--- src/design/substring_match_positions_core_macros.svh ---
// assertion macros shared by the design files
`ifndef SUBSTRING_MATCH_POSITIONS_CORE_MACROS_SVH
`define SUBSTRING_MATCH_POSITIONS_CORE_MACROS_SVH

`ifndef ASSERT_OFF

// same-cycle implication
`define SMP_ASSERT_IMPL(label, clk, rst_n, ante, cons) \
	label: assert property (@(posedge clk) disable iff (!rst_n) (ante) |-> (cons)) \
		else $error("assertion failed");

// next-cycle implication
`define SMP_ASSERT_NEXT(label, clk, rst_n, ante, cons) \
	label: assert property (@(posedge clk) disable iff (!rst_n) (ante) |=> (cons)) \
		else $error("assertion failed");

`else

`define SMP_ASSERT_IMPL(label, clk, rst_n, ante, cons)
`define SMP_ASSERT_NEXT(label, clk, rst_n, ante, cons)

`endif

`endif

--- src/design/smp_pkg.sv ---
package smp_pkg;

	localparam int MAX_PATTERN = 8;
	localparam int MAX_TEXT    = 65536;

	localparam int BYTE_W    = 8;
	localparam int PAT_W     = BYTE_W * MAX_PATTERN;
	localparam int LEN_W     = 4;
	localparam int N_W       = $clog2(MAX_PATTERN + 1);
	localparam int PIDX_W    = (MAX_PATTERN > 2) ? $clog2(MAX_PATTERN) : 1;
	localparam int POS_W     = $clog2(MAX_TEXT + 1);
	localparam int MS_W      = 16;
	localparam int CFG_IDX_W = 8;
	localparam int CFG_DAT_W = 64;

	localparam logic [CFG_IDX_W-1:0] CFG_PATTERN_BYTES   = CFG_IDX_W'(0);
	localparam logic [CFG_IDX_W-1:0] CFG_PATTERN_LENGTH  = CFG_IDX_W'(1);
	localparam logic [CFG_IDX_W-1:0] CFG_NON_OVERLAPPING = CFG_IDX_W'(2);

	typedef struct packed {
		logic shift;
		logic clear;
	} cell_ctrl_t;

	// pattern length in use: zero counts as one, saturates at the maximum
	function automatic logic [N_W-1:0] active_len(input logic [LEN_W-1:0] len);
		logic [N_W-1:0] n;
		if (len == '0)
			n = N_W'(1);
		else if (32'(len) > MAX_PATTERN)
			n = N_W'(MAX_PATTERN);
		else
			n = N_W'(len);
		return n;
	endfunction

endpackage

--- src/design/smp_cell.sv ---
module smp_cell
	import smp_pkg::*;
(
	input  logic              clk,
	input  logic              arst_n,
	input  cell_ctrl_t        ctrl,
	input  logic [BYTE_W-1:0] byte_in,
	input  logic [BYTE_W-1:0] pattern_byte,
	input  logic              active,
	output logic [BYTE_W-1:0] byte_q,
	output logic              match
);

	always_ff @(posedge clk or negedge arst_n) begin
		if (!arst_n) begin
			byte_q <= '0;
		end else if (ctrl.clear) begin
			byte_q <= '0;
		end else if (ctrl.shift) begin
			byte_q <= byte_in;
		end
	end

	// cells beyond the pattern length do not take part
	assign match = !active || (byte_q == pattern_byte);

endmodule

--- src/design/substring_match_positions_core.sv ---
// Streaming substring search. One text byte is taken per beat, every cycle unless in_stall is high, and the start
// position of each occurrence of the configured pattern (1 to 8 bytes) that ends at that byte
// is registered onto the output. The history sits in a row of byte cells that shift
// once per beat and each compare their byte with one pattern character, so the throughput is
// one byte per cycle while in_stall is low. An output register plus one skid entry
// decouple the sides: input stall rises only once two results are waiting. last_byte ends the
// text and clears the history and the position; bytes past the maximum text length produce
// nothing. Configuration is always ready and should be written while the block is idle.
`include "substring_match_positions_core_macros.svh"

module substring_match_positions_core
	import smp_pkg::*;
(
	input  logic                 clk,
	input  logic                 arst_n,
	input  logic                 in_valid,
	output logic                 in_stall,
	input  logic [BYTE_W-1:0]    text_byte,
	input  logic                 last_byte,
	output logic                 out_valid,
	input  logic                 out_stall,
	output logic [MS_W-1:0]      match_start,
	input  logic                 cfg_valid,
	output logic                 cfg_ready,
	input  logic [CFG_IDX_W-1:0] cfg_index,
	input  logic [CFG_DAT_W-1:0] cfg_data
);

	localparam int NCELL = MAX_PATTERN - 1;

	logic [PAT_W-1:0] pat_q;
	logic [LEN_W-1:0] len_q;
	logic             nonov_q;
	logic [POS_W-1:0] pos_q;
	logic [POS_W-1:0] earliest_q;
	logic             out_valid_q;
	logic [MS_W-1:0]  match_start_q;
	logic             skid_valid_q;
	logic [MS_W-1:0]  skid_q;

	logic              accept;
	logic              out_fire;
	logic [N_W-1:0]    n;
	logic [PIDX_W-1:0] cur_pidx;
	logic              cur_match;
	logic              in_range;
	logic [POS_W-1:0]  pos_p1;
	logic [POS_W-1:0]  start;
	logic              hit;
	logic [MS_W-1:0]   hit_start;
	cell_ctrl_t        cell_ctrl;

	logic [BYTE_W-1:0] hist   [NCELL];
	logic [BYTE_W-1:0] cell_pat [NCELL];
	logic [NCELL-1:0]  cell_active;
	logic [NCELL-1:0]  cell_match;

	assign cfg_ready = 1'b1;

	always_ff @(posedge clk or negedge arst_n) begin
		if (!arst_n) begin
			pat_q   <= '0;
			len_q   <= LEN_W'(1);
			nonov_q <= 1'b0;
		end else if (cfg_valid && cfg_ready) begin
			case (cfg_index)
				CFG_PATTERN_BYTES:   pat_q   <= cfg_data[PAT_W-1:0];
				CFG_PATTERN_LENGTH:  len_q   <= cfg_data[LEN_W-1:0];
				CFG_NON_OVERLAPPING: nonov_q <= cfg_data[0];
				default: ;
			endcase
		end
	end

	assign accept   = in_valid && !in_stall;
	assign in_stall = skid_valid_q;
	assign out_fire = out_valid_q && !out_stall;

	assign n         = active_len(len_q);
	assign cur_pidx  = PIDX_W'(n - N_W'(1));
	assign cur_match = (text_byte == pat_q[BYTE_W*cur_pidx +: BYTE_W]);

	// cell j holds the byte j+1 places back and checks pattern character n-2-j
	always_comb begin
		for (int j = 0; j < NCELL; j++) begin
			cell_active[j] = (N_W'(j + 2) <= n);
			cell_pat[j]    = pat_q[BYTE_W*PIDX_W'(n - N_W'(j + 2)) +: BYTE_W];
		end
	end

	assign cell_ctrl.shift = accept && in_range && !last_byte;
	assign cell_ctrl.clear = accept && last_byte;

	for (genvar j = 0; j < NCELL; j++) begin : g_cell
		if (j == 0) begin : g_head
			smp_cell u_cell (
				.clk          (clk),
				.arst_n       (arst_n),
				.ctrl         (cell_ctrl),
				.byte_in      (text_byte),
				.pattern_byte (cell_pat[j]),
				.active       (cell_active[j]),
				.byte_q       (hist[j]),
				.match        (cell_match[j])
			);
		end else begin : g_body
			smp_cell u_cell (
				.clk          (clk),
				.arst_n       (arst_n),
				.ctrl         (cell_ctrl),
				.byte_in      (hist[j-1]),
				.pattern_byte (cell_pat[j]),
				.active       (cell_active[j]),
				.byte_q       (hist[j]),
				.match        (cell_match[j])
			);
		end
	end

	assign in_range  = (pos_q < POS_W'(MAX_TEXT));
	assign pos_p1    = pos_q + POS_W'(1);
	assign start     = pos_p1 - POS_W'(n);
	assign hit       = accept && in_range && (pos_p1 >= POS_W'(n)) && cur_match && (&cell_match)
		&& (!nonov_q || (start >= earliest_q));
	assign hit_start = MS_W'(start);

	always_ff @(posedge clk or negedge arst_n) begin
		if (!arst_n) begin
			pos_q      <= '0;
			earliest_q <= '0;
		end else if (accept) begin
			if (last_byte) begin
				pos_q      <= '0;
				earliest_q <= '0;
			end else if (in_range) begin
				pos_q <= pos_p1;
				if (hit)
					earliest_q <= pos_p1;
			end
		end
	end

	// output register with one skid entry behind it
	always_ff @(posedge clk or negedge arst_n) begin
		if (!arst_n) begin
			out_valid_q   <= 1'b0;
			match_start_q <= '0;
			skid_valid_q  <= 1'b0;
			skid_q        <= '0;
		end else if (skid_valid_q) begin
			if (out_fire) begin
				match_start_q <= skid_q;
				skid_valid_q  <= 1'b0;
			end
		end else if (hit) begin
			if (!out_valid_q || out_fire) begin
				match_start_q <= hit_start;
				out_valid_q   <= 1'b1;
			end else begin
				skid_q       <= hit_start;
				skid_valid_q <= 1'b1;
			end
		end else if (out_fire) begin
			out_valid_q <= 1'b0;
		end
	end

	assign out_valid   = out_valid_q;
	assign match_start = match_start_q;

	`SMP_ASSERT_IMPL(a_skid_behind_out, clk, arst_n, skid_valid_q, out_valid_q)
	`SMP_ASSERT_NEXT(a_last_clears_pos, clk, arst_n, accept && last_byte, pos_q == '0)
	`SMP_ASSERT_NEXT(a_pos_advances, clk, arst_n, accept && !last_byte && in_range, pos_q == $past(pos_p1))
	`SMP_ASSERT_IMPL(a_earliest_bound, clk, arst_n, 1'b1, earliest_q <= pos_q)

endmodule

--- config.mk ---
export PLATFORM = sky130hd
export DESIGN_NAME = substring_match_positions_core
export DESIGN_NICKNAME = d
export VERILOG_FILES = /design/src/design/smp_pkg.sv /design/src/design/smp_cell.sv /design/src/design/substring_match_positions_core.sv
export VERILOG_INCLUDE_DIRS = /design/src /design/src/design
export SDC_FILE = /design/constraint.sdc
export NUM_CORES = 1
export LEC_CHECK = 0
export BUFFER_PORTS_ARGS = -buffer_cell sky130_fd_sc_hd__buf_2
export CAP_MARGIN = 20
export CORE_UTILIZATION = 56
export DETAILED_ROUTE_END_ITERATION = 12
export GPL_TIMING_DRIVEN = 1
export PLACE_DENSITY = 0.79
export SKIP_CTS_REPAIR_TIMING = 1
export SLEW_MARGIN = 15
export SYNTH_ARGS = -nofsm -noshare
export SYNTH_HDL_FRONTEND = slang
export SYNTH_SLANG_ARGS = --single-unit
export TNS_END_PERCENT = 20
--- constraint.sdc ---
create_clock -name clk -period 5.4 [get_ports clk]
set_input_delay 1.08 -clock clk [delete_from_list [all_inputs] [get_ports clk]]
set_output_delay 1.08 -clock clk [all_outputs]
set_load 0.01 [all_outputs]
Yosys cells after proc, flatten, opt, wreduce, memory -nomap -nowiden
Index checks and enable logic that the tools add are counted.
{"block": "word_totals", "memories": 0, "ramBits": 0, "latch_bits": 0, "reg_bits": 193, "wordCells": 138, "inputBits": 86, "rom_bits": 0, "out_inout_bits": 19}
{"block": "classes", "n_reduce_logical": 47, "mul": 0, "div": 0, "eq_ne": 12, "n_lt_le_gt_ge": 11, "bitwise": 2, "n_shift": 8, "mux": 32, "addsub": 10}
{"operator": "$shiftx 64x7->8", "count": 8}
{"operator": "$mux 8", "count": 14}
{"operator": "$mux 17", "count": 5}
{"operator": "$eq 8x8->1", "count": 8}
{"operator": "$mux 16", "count": 4}
{"operator": "$add 17x1->17 const B", "count": 1}
{"operator": "$ge 17x17->1", "count": 1}
{"operator": "$ge 17x4->1", "count": 1}
{"operator": "$lt 17x17->1 const B", "count": 1}
{"operator": "$sub 17x4->17", "count": 1}
{"operator": "$le 3x4->1 const A", "count": 4}
{"operator": "$logic_not 1->1", "count": 12}
{"operator": "$reduce_and 3->1", "count": 4}
{"operator": "$reduce_bool 2->1", "count": 6}
{"operator": "$sub 3x3->3 const B", "count": 4}
{"operator": "$logic_and 1x1->1", "count": 9}
{"operator": "$logic_or 1x1->1", "count": 9}
{"operator": "$eq 8x1->1 const B", "count": 1}
{"operator": "$eq 8x2->1 const B", "count": 1}
{"operator": "$le 2x4->1 const A", "count": 2}
{"operator": "$logic_not 8->1", "count": 1}
{"operator": "$mux 4", "count": 2}
{"operator": "$reduce_and 2->1", "count": 4}
{"operator": "$mux 1", "count": 7}
{"operator": "other kinds (8)", "count": 12}

Longest topological paths before layout
{"block": "depth", "word_depth": 13, "ltp_mapped": 26, "mapped_depth_nobuf": 22}

Hierarchy
Synthesis repeated with hierarchy kept, for this count alone.
{"block": "hier_totals", "hier_cells": 1205, "area_unflattened_um2": 12572.1}
{"mod": "substring_match_positions_core", "n_inst": 1, "seq_area_each_um2": 3429.5, "cells_each": 946, "area_per_inst_um2": 9681.8}
{"mod": "smp_cell", "n_inst": 7, "seq_area_each_um2": 200.2, "cells_each": 37, "area_per_inst_um2": 412.9}

Least setup slack after synthesis
Ideal clock, no wire load.
{"block": "synth_timing", "kind": "register -> register", "start": "register len_q[3]", "end": "register skid_q[12]", "path_stages_with_launch": 27, "required_time_ns": 5.272, "setup_slack_ns": 0.242, "setup_time_ns": 0.128, "synth_period_minus_slack_ns": 5.158, "path_buffers": 7, "arrival_ns": 5.030, "cell_sequence": "dfrtp_1 > buf_2 > buf_4 > buf_4 > inv_1 > buf_2 > buf_1 > ha_1 > o21ai_0 > nand2b_1 > nor3_1 > nand2_1 > mux2i_1 > xor2_1 > ha_1 > nand4_1 > nor4_1 > a2111oi_0 > o2bb2ai_1 > o311ai_0 > nor3_1 > o2111ai_1 > a2111oi_4 > and3_1 > buf_4 > buf_8 > mux2_1"}
{"block": "synth_between", "elab_cells_between_ends": 59, "cone_classes": "add/sub: 9; order compare: 10; eq/ne: 8; shift: 8; mux: 2; reduce/logical: 22"}
{"item": "start, declared", "line_no": "substring_match_positions_core.sv:32", "text": "logic [LEN_W-1:0] len_q;"}
{"item": "start signal, assigned", "line_no": "substring_match_positions_core.sv:68", "text": "CFG_PATTERN_LENGTH: len_q <= cfg_data[LEN_W-1:0];"}
{"item": "$gt 4x4->1", "line_no": "smp_pkg.sv:30", "text": "else if (32'(len) > MAX_PATTERN)"}
{"item": "$mux 4", "line_no": "smp_pkg.sv:30"}
{"item": "$mux 4 (*)", "line_no": "smp_pkg.sv:28", "text": "if (len == '0)"}
{"item": "$sub 17x4->17 (*)", "line_no": "substring_match_positions_core.sv:122", "text": "assign start = pos_p1 - POS_W'(n);"}
{"item": "via start[10]", "line_no": "substring_match_positions_core.sv:48", "text": "logic [POS_W-1:0] start;"}
{"item": "$ge 17x17->1 (*)", "line_no": "substring_match_positions_core.sv:124", "text": "&& (!nonov_q || (start >= earliest_q));"}
{"item": "$logic_or 1x1->1 (*)", "line_no": "substring_match_positions_core.sv:124"}
{"item": "$logic_and 1x1->1 (*)", "line_no": "substring_match_positions_core.sv:124"}
{"item": "$reduce_and 3->1 (no line) (*)"}
{"item": "end signal, assigned", "line_no": "substring_match_positions_core.sv:160", "text": "skid_q <= hit_start;"}
{"item": "end, declared", "line_no": "substring_match_positions_core.sv:39", "text": "logic [MS_W-1:0] skid_q;"}
The timed path passes the listed nets; every way through them passes the cells marked *.
A chain may end at the register's enable or synchronous reset.

Worst setup path in the final report
{"block": "layout_timing", "start": "register len_q[3]", "end": "register skid_q[7]"}
{"block": "layout_between", "elab_chain_len": 11, "elab_cells_between_ends": 59, "cone_classes": "add/sub: 9; order compare: 10; eq/ne: 8; shift: 8; mux: 2; reduce/logical: 22"}
{"item": "$gt 4x4->1", "line_no": "smp_pkg.sv:30"}
{"item": "$mux 4", "line_no": "smp_pkg.sv:30"}
{"item": "$mux 4 (*)", "line_no": "smp_pkg.sv:28"}
{"item": "$sub 3x2->3, or another cell as far along", "line_no": "substring_match_positions_core.sv:87", "text": "cell_pat[j] = pat_q[BYTE_W*PIDX_W'(n - N_W'(j + 2)) +: BYTE_W];"}
{"item": "$shiftx 64x7->8", "line_no": "substring_match_positions_core.sv:87"}
{"item": "$eq 8x8->1", "line_no": "smp_cell.sv:25", "text": "assign match = !active || (byte_q == pattern_byte);"}
{"item": "$logic_or 1x1->1", "line_no": "smp_cell.sv:25"}
{"item": "$reduce_and 7->1", "line_no": "substring_match_positions_core.sv:123", "text": "assign hit = accept && in_range && (pos_p1 >= POS_W'(n)) && cur_match && (&cell_match)"}
{"item": "$logic_and 1x1->1", "line_no": "substring_match_positions_core.sv:123"}
{"item": "$logic_and 1x1->1", "line_no": "substring_match_positions_core.sv:124"}
{"item": "$reduce_and 3->1 (no line)"}
Every way passes the cells marked *; elsewhere a longest branch is shown, timed or not.

==> flow_metrics.py <==
metrics = {
    "setup_path": {
        "endpoint_kind": "register",
        "critPathTopFamily": "compound AO/OA/AOI/OAI gates",
        "cp_max_fo": 89,
        "crit_path_start_kind": "register",
        "cp_common_cell": "buf_4",
        "path_buf_inv": 3,
        "cp_cell_sequence": "buf_4 > nand2b_1 > buf_4 > a32oi_1 > mux4_1 > xor2_1 > nand4_1 > o41ai_1 > o2111ai_2 > a2111oi_4 > and3_4 > buf_12 > mux2_1",
        "required_ns": 5.73,
        "regToRegStartpoint": "len_q[3]$_DFFE_PN0P_",
        "reg2reg_slack_ns": 0.15,
        "crit_type": "register to register",
        "slowest_stage": "buf_4",
        "cpPeakStageDelay_ns": 0.66,
        "r2r_end": "skid_q[7]$_DFFE_PN0P_",
        "r2r_cells": 13,
        "critical_path_arrival_ns": 5.58,
    },
    "floorplan": {
        "die_y_um": 156,
        "dieArea_um2": 24200,
        "die_w_um": 156,
        "core_area_um2": 22900,
        "num_rows": 55,
        "io_pins": 105,
        "start_util_pct": 57.7,
    },
    "placed_design": {
        "placed_area_um2": 14100,
        "dp.cells": 1724,
        "dp_hpwl_um": 27600,
        "io_buffer_count": 103,
        "dp_slack_ns": 0.129,
        "place.gp.congestion": 0.962,
    },
    "hold_path": {
        "hold_end": "skid_q[6]$_DFFE_PN0P_",
        "hp-class": "register to register",
        "min_path_cells": 1,
        "hold_start": "skid_q[6]$_DFFE_PN0P_",
    },
    "yosys": {
        "yosys_warnings": 0,
        "synthCells": 1363,
        "yosysSeqAreaShare_pct": 36.6,
        "async_flop_share_pct": 100,
        "avgSynthCellArea_um2": 9.69,
        "synth-edff-count": 0,
        "netlist_area_um2": 13200,
        "synth_area_leaders": "dfrtp_1, mux2_2, mux4_2",
        "syn-num-nets": 1477,
        "yosysTopAreaCell": "dfrtp_1",
        "synth.top_cell.area_share_pct": 36.4,
        "yosys_register_bits": 193,
        "synth_cell_types": 76,
        "synthFlopType": "dfrtp_1",
    },
    "timing": {
        "finalSetupViolCount": 0,
        "finalCriticalPeriod_ns": 5.25,
        "skew_ns": 0.0120,
        "slew_viol_final": 0,
        "post-route-period-util_pct": 97.3,
        "tightest_slew_ns": 1.04,
        "slew-limit-headroom_pct": 30.5,
        "hold_viol": 0,
        "max_freq_mhz": 190,
        "layout_setup_ws_ns": 0.147,
    },
    "route": {
        "dr.pass1.iters": 6,
        "ant_nets": 0,
        "via_per_inst": 6.59,
        "drc": 0,
        "vias": 11600,
        "finalWirelength_um": 38500,
        "drtIter0Drc": 1339,
        "wl_per_cell_um": 21.9,
    },
    "global_route": {
        "grt.overflow.total": 0,
        "antenna_found_initial": 0,
        "grt_usage_pct": 33.1,
        "grt_pass1_wl_um": 61800,
        "grt_pass1_vias": 11203,
        "grt_max_degree": 110,
    },
    "power": {
        "peakVddDrop_v": 0.000186,
        "switching_share_pct": 34.8,
        "p_sw_w": 0.00138,
        "power_frac_seq_pct": 39.7,
        "p_int_w": 0.00258,
        "clkPwrFrac_pct": 34.0,
        "powerDensity_nw_per_um2": 266,
        "combPwrFrac_pct": 26.3,
        "p_leak_nw": 6.36,
    },
    "clocking": {
        "htreeDepth": 4,
        "numCtsBuffers": 17,
        "clock_sinks": 193,
        "worstSkewPairLatency_ns": 0.45,
        "clk_pin_slew_ns": 0.09,
        "cts_root_buf": "clkbuf_16",
        "clock_path_buffers": 2,
        "cts_tree": "done",
    },
    "layout": {
        "mostFrequentLayoutCell": "dfrtp_1",
        "fin_cells": 1760,
        "drive_above_1_share_pct": 24.3,
        "area_delta_synth_final_pct": 12.5,
        "stdcell_area_um2": 14900,
        "final_nets": 1547,
        "mostFrequentLayoutCells": "dfrtp_1, nand2_1, buf_2, mux2_2, a21oi_1",
    },
    "job": {
        "cap_viol_max_count": 0,
    },
    "status": {
        "status": "finished, final reports clean",
    },
}
==> cell type report <==
cell class	instances	area (um^2)
antenna	1	2.50
tap	313	392
multi-input combinational	1028	7880
timing repair buffer	158	1000
sequential	193	4830
clock inverter	15	199
clock buffer	17	425
fill	1843	8060
inverter	35	131
==> per-layer routing <==
| metal | track usage, % | wire, um | vias to the layer above |
|---|---|---|---|
| met3 | 6.86 | 3180 | 137 |
| met2 | 53.6 | 18200 | 587 |
| li1 | - | - | 5201 |
| met4 | 16.2 | 1800 | 0 |
| met5 | 0 | 0 | - |
| met1 | 42.4 | 15300 | 5675 |
==> per-stage QoR <==
stage	utilization (%)	setup TNS, ns	total power, W	hold slack [ns]
2_1_floorplan	-	0	0.00224	0.448
6_report	64.8	0	0.00396	0.483
4_1_cts	64.3	0	0.00393	0.487
5_1_grt	64.8	-0.784	0.00411	0.513
3_5_place_dp	61.6	0	0.00259	0.466
3_3_place_gp	61.6	0	0.00257	0.458
==> how the worst max path moves through the flow <==
stage	startpoint	to	slack [ns]	cells past startpoint
after floorplan	len_q[3]$_DFFE_PN0P_	skid_q[12]$_DFFE_PN0P_	0.24	26
after global placement	pos_q[1]$_DFFE_PN0P_	skid_q[15]$_DFFE_PN0P_	0.34	21
after detailed placement	pos_q[1]$_DFFE_PN0P_	skid_q[8]$_DFFE_PN0P_	0.13	21
after CTS	pos_q[1]$_DFFE_PN0P_	skid_q[7]$_DFFE_PN0P_	0.06	21
after global routing	pos_q[1]$_DFFE_PN0P_	skid_q[10]$_DFFE_PN0P_	-0.06	22
final	len_q[3]$_DFFE_PN0P_	skid_q[7]$_DFFE_PN0P_	0.15	13
==> logic make-up after synthesis <==
group | synth area share [%]
simple gates | 18.0
other cells | 0.0284
fa+ha+maj | 2.71
compound gates | 16.5
buf+inv | 4.64
xor+xnor | 4.96
flops | 36.6
mux | 16.6
==> worst register-to-register path, cell delays in order, from the launching register on <==
cell and delay (ns):
dfrtp_2 0.40, buf_4 0.66, nand2b_1 0.60, buf_4 0.31
a32oi_1 0.18, mux4_1 0.55, xor2_1 0.27, nand4_1 0.15
o41ai_1 0.55, o2111ai_2 0.26, a2111oi_4 0.43, and3_4 0.28
buf_12 0.15, mux2_1 0.34
==> synthesized netlist by cell type (all sizes together) (6+ instances only) <==
cell type and count:
dfrtp 192, nand2 148, mux2 93, a21oi 82, clkbuf 67, nor2 66
o21ai 56, xor2 47, nor2b 43, buf 40, mux4 38, inv 35
a32oi 32, mux2i 28, ha 27, nor3 27, xnor2 27, nand3 25
nand3b 23, a211oi 19, nand4 18, o31ai 17, or3 17, nand2b 14
a22o 13, and3 13, nor4 12, o211ai 11, a2111oi 10, nor3b 10
and3b 9, o2111ai 9, and2 8, or3b 7, a31oi 6, nand4b 6
o2bb2ai 6
==> state kept, by name, indices dropped and copies added, names as in the netlist <==
name	count
earliest_q	17
g_cell.g_head.u_cell.byte_q	8
pat_q	64
len_q	4
in_stall	1
out_valid	1
match_start	16
nonov_q	1
skid_q	16
g_cell.g_body.u_cell.byte_q	48
pos_q	17
==> power groups by stage <==
stage               clock [W]  sequential [W]  combinational [W]
floorplan                   0         0.00158           0.000659
detailed placement          0         0.00160           0.000995
CTS                   0.00136         0.00157            0.00100
global route          0.00141         0.00158            0.00112
global placement            0         0.00160           0.000974
finish                0.00135         0.00157            0.00104
Power figures use the tool's default switching activity.
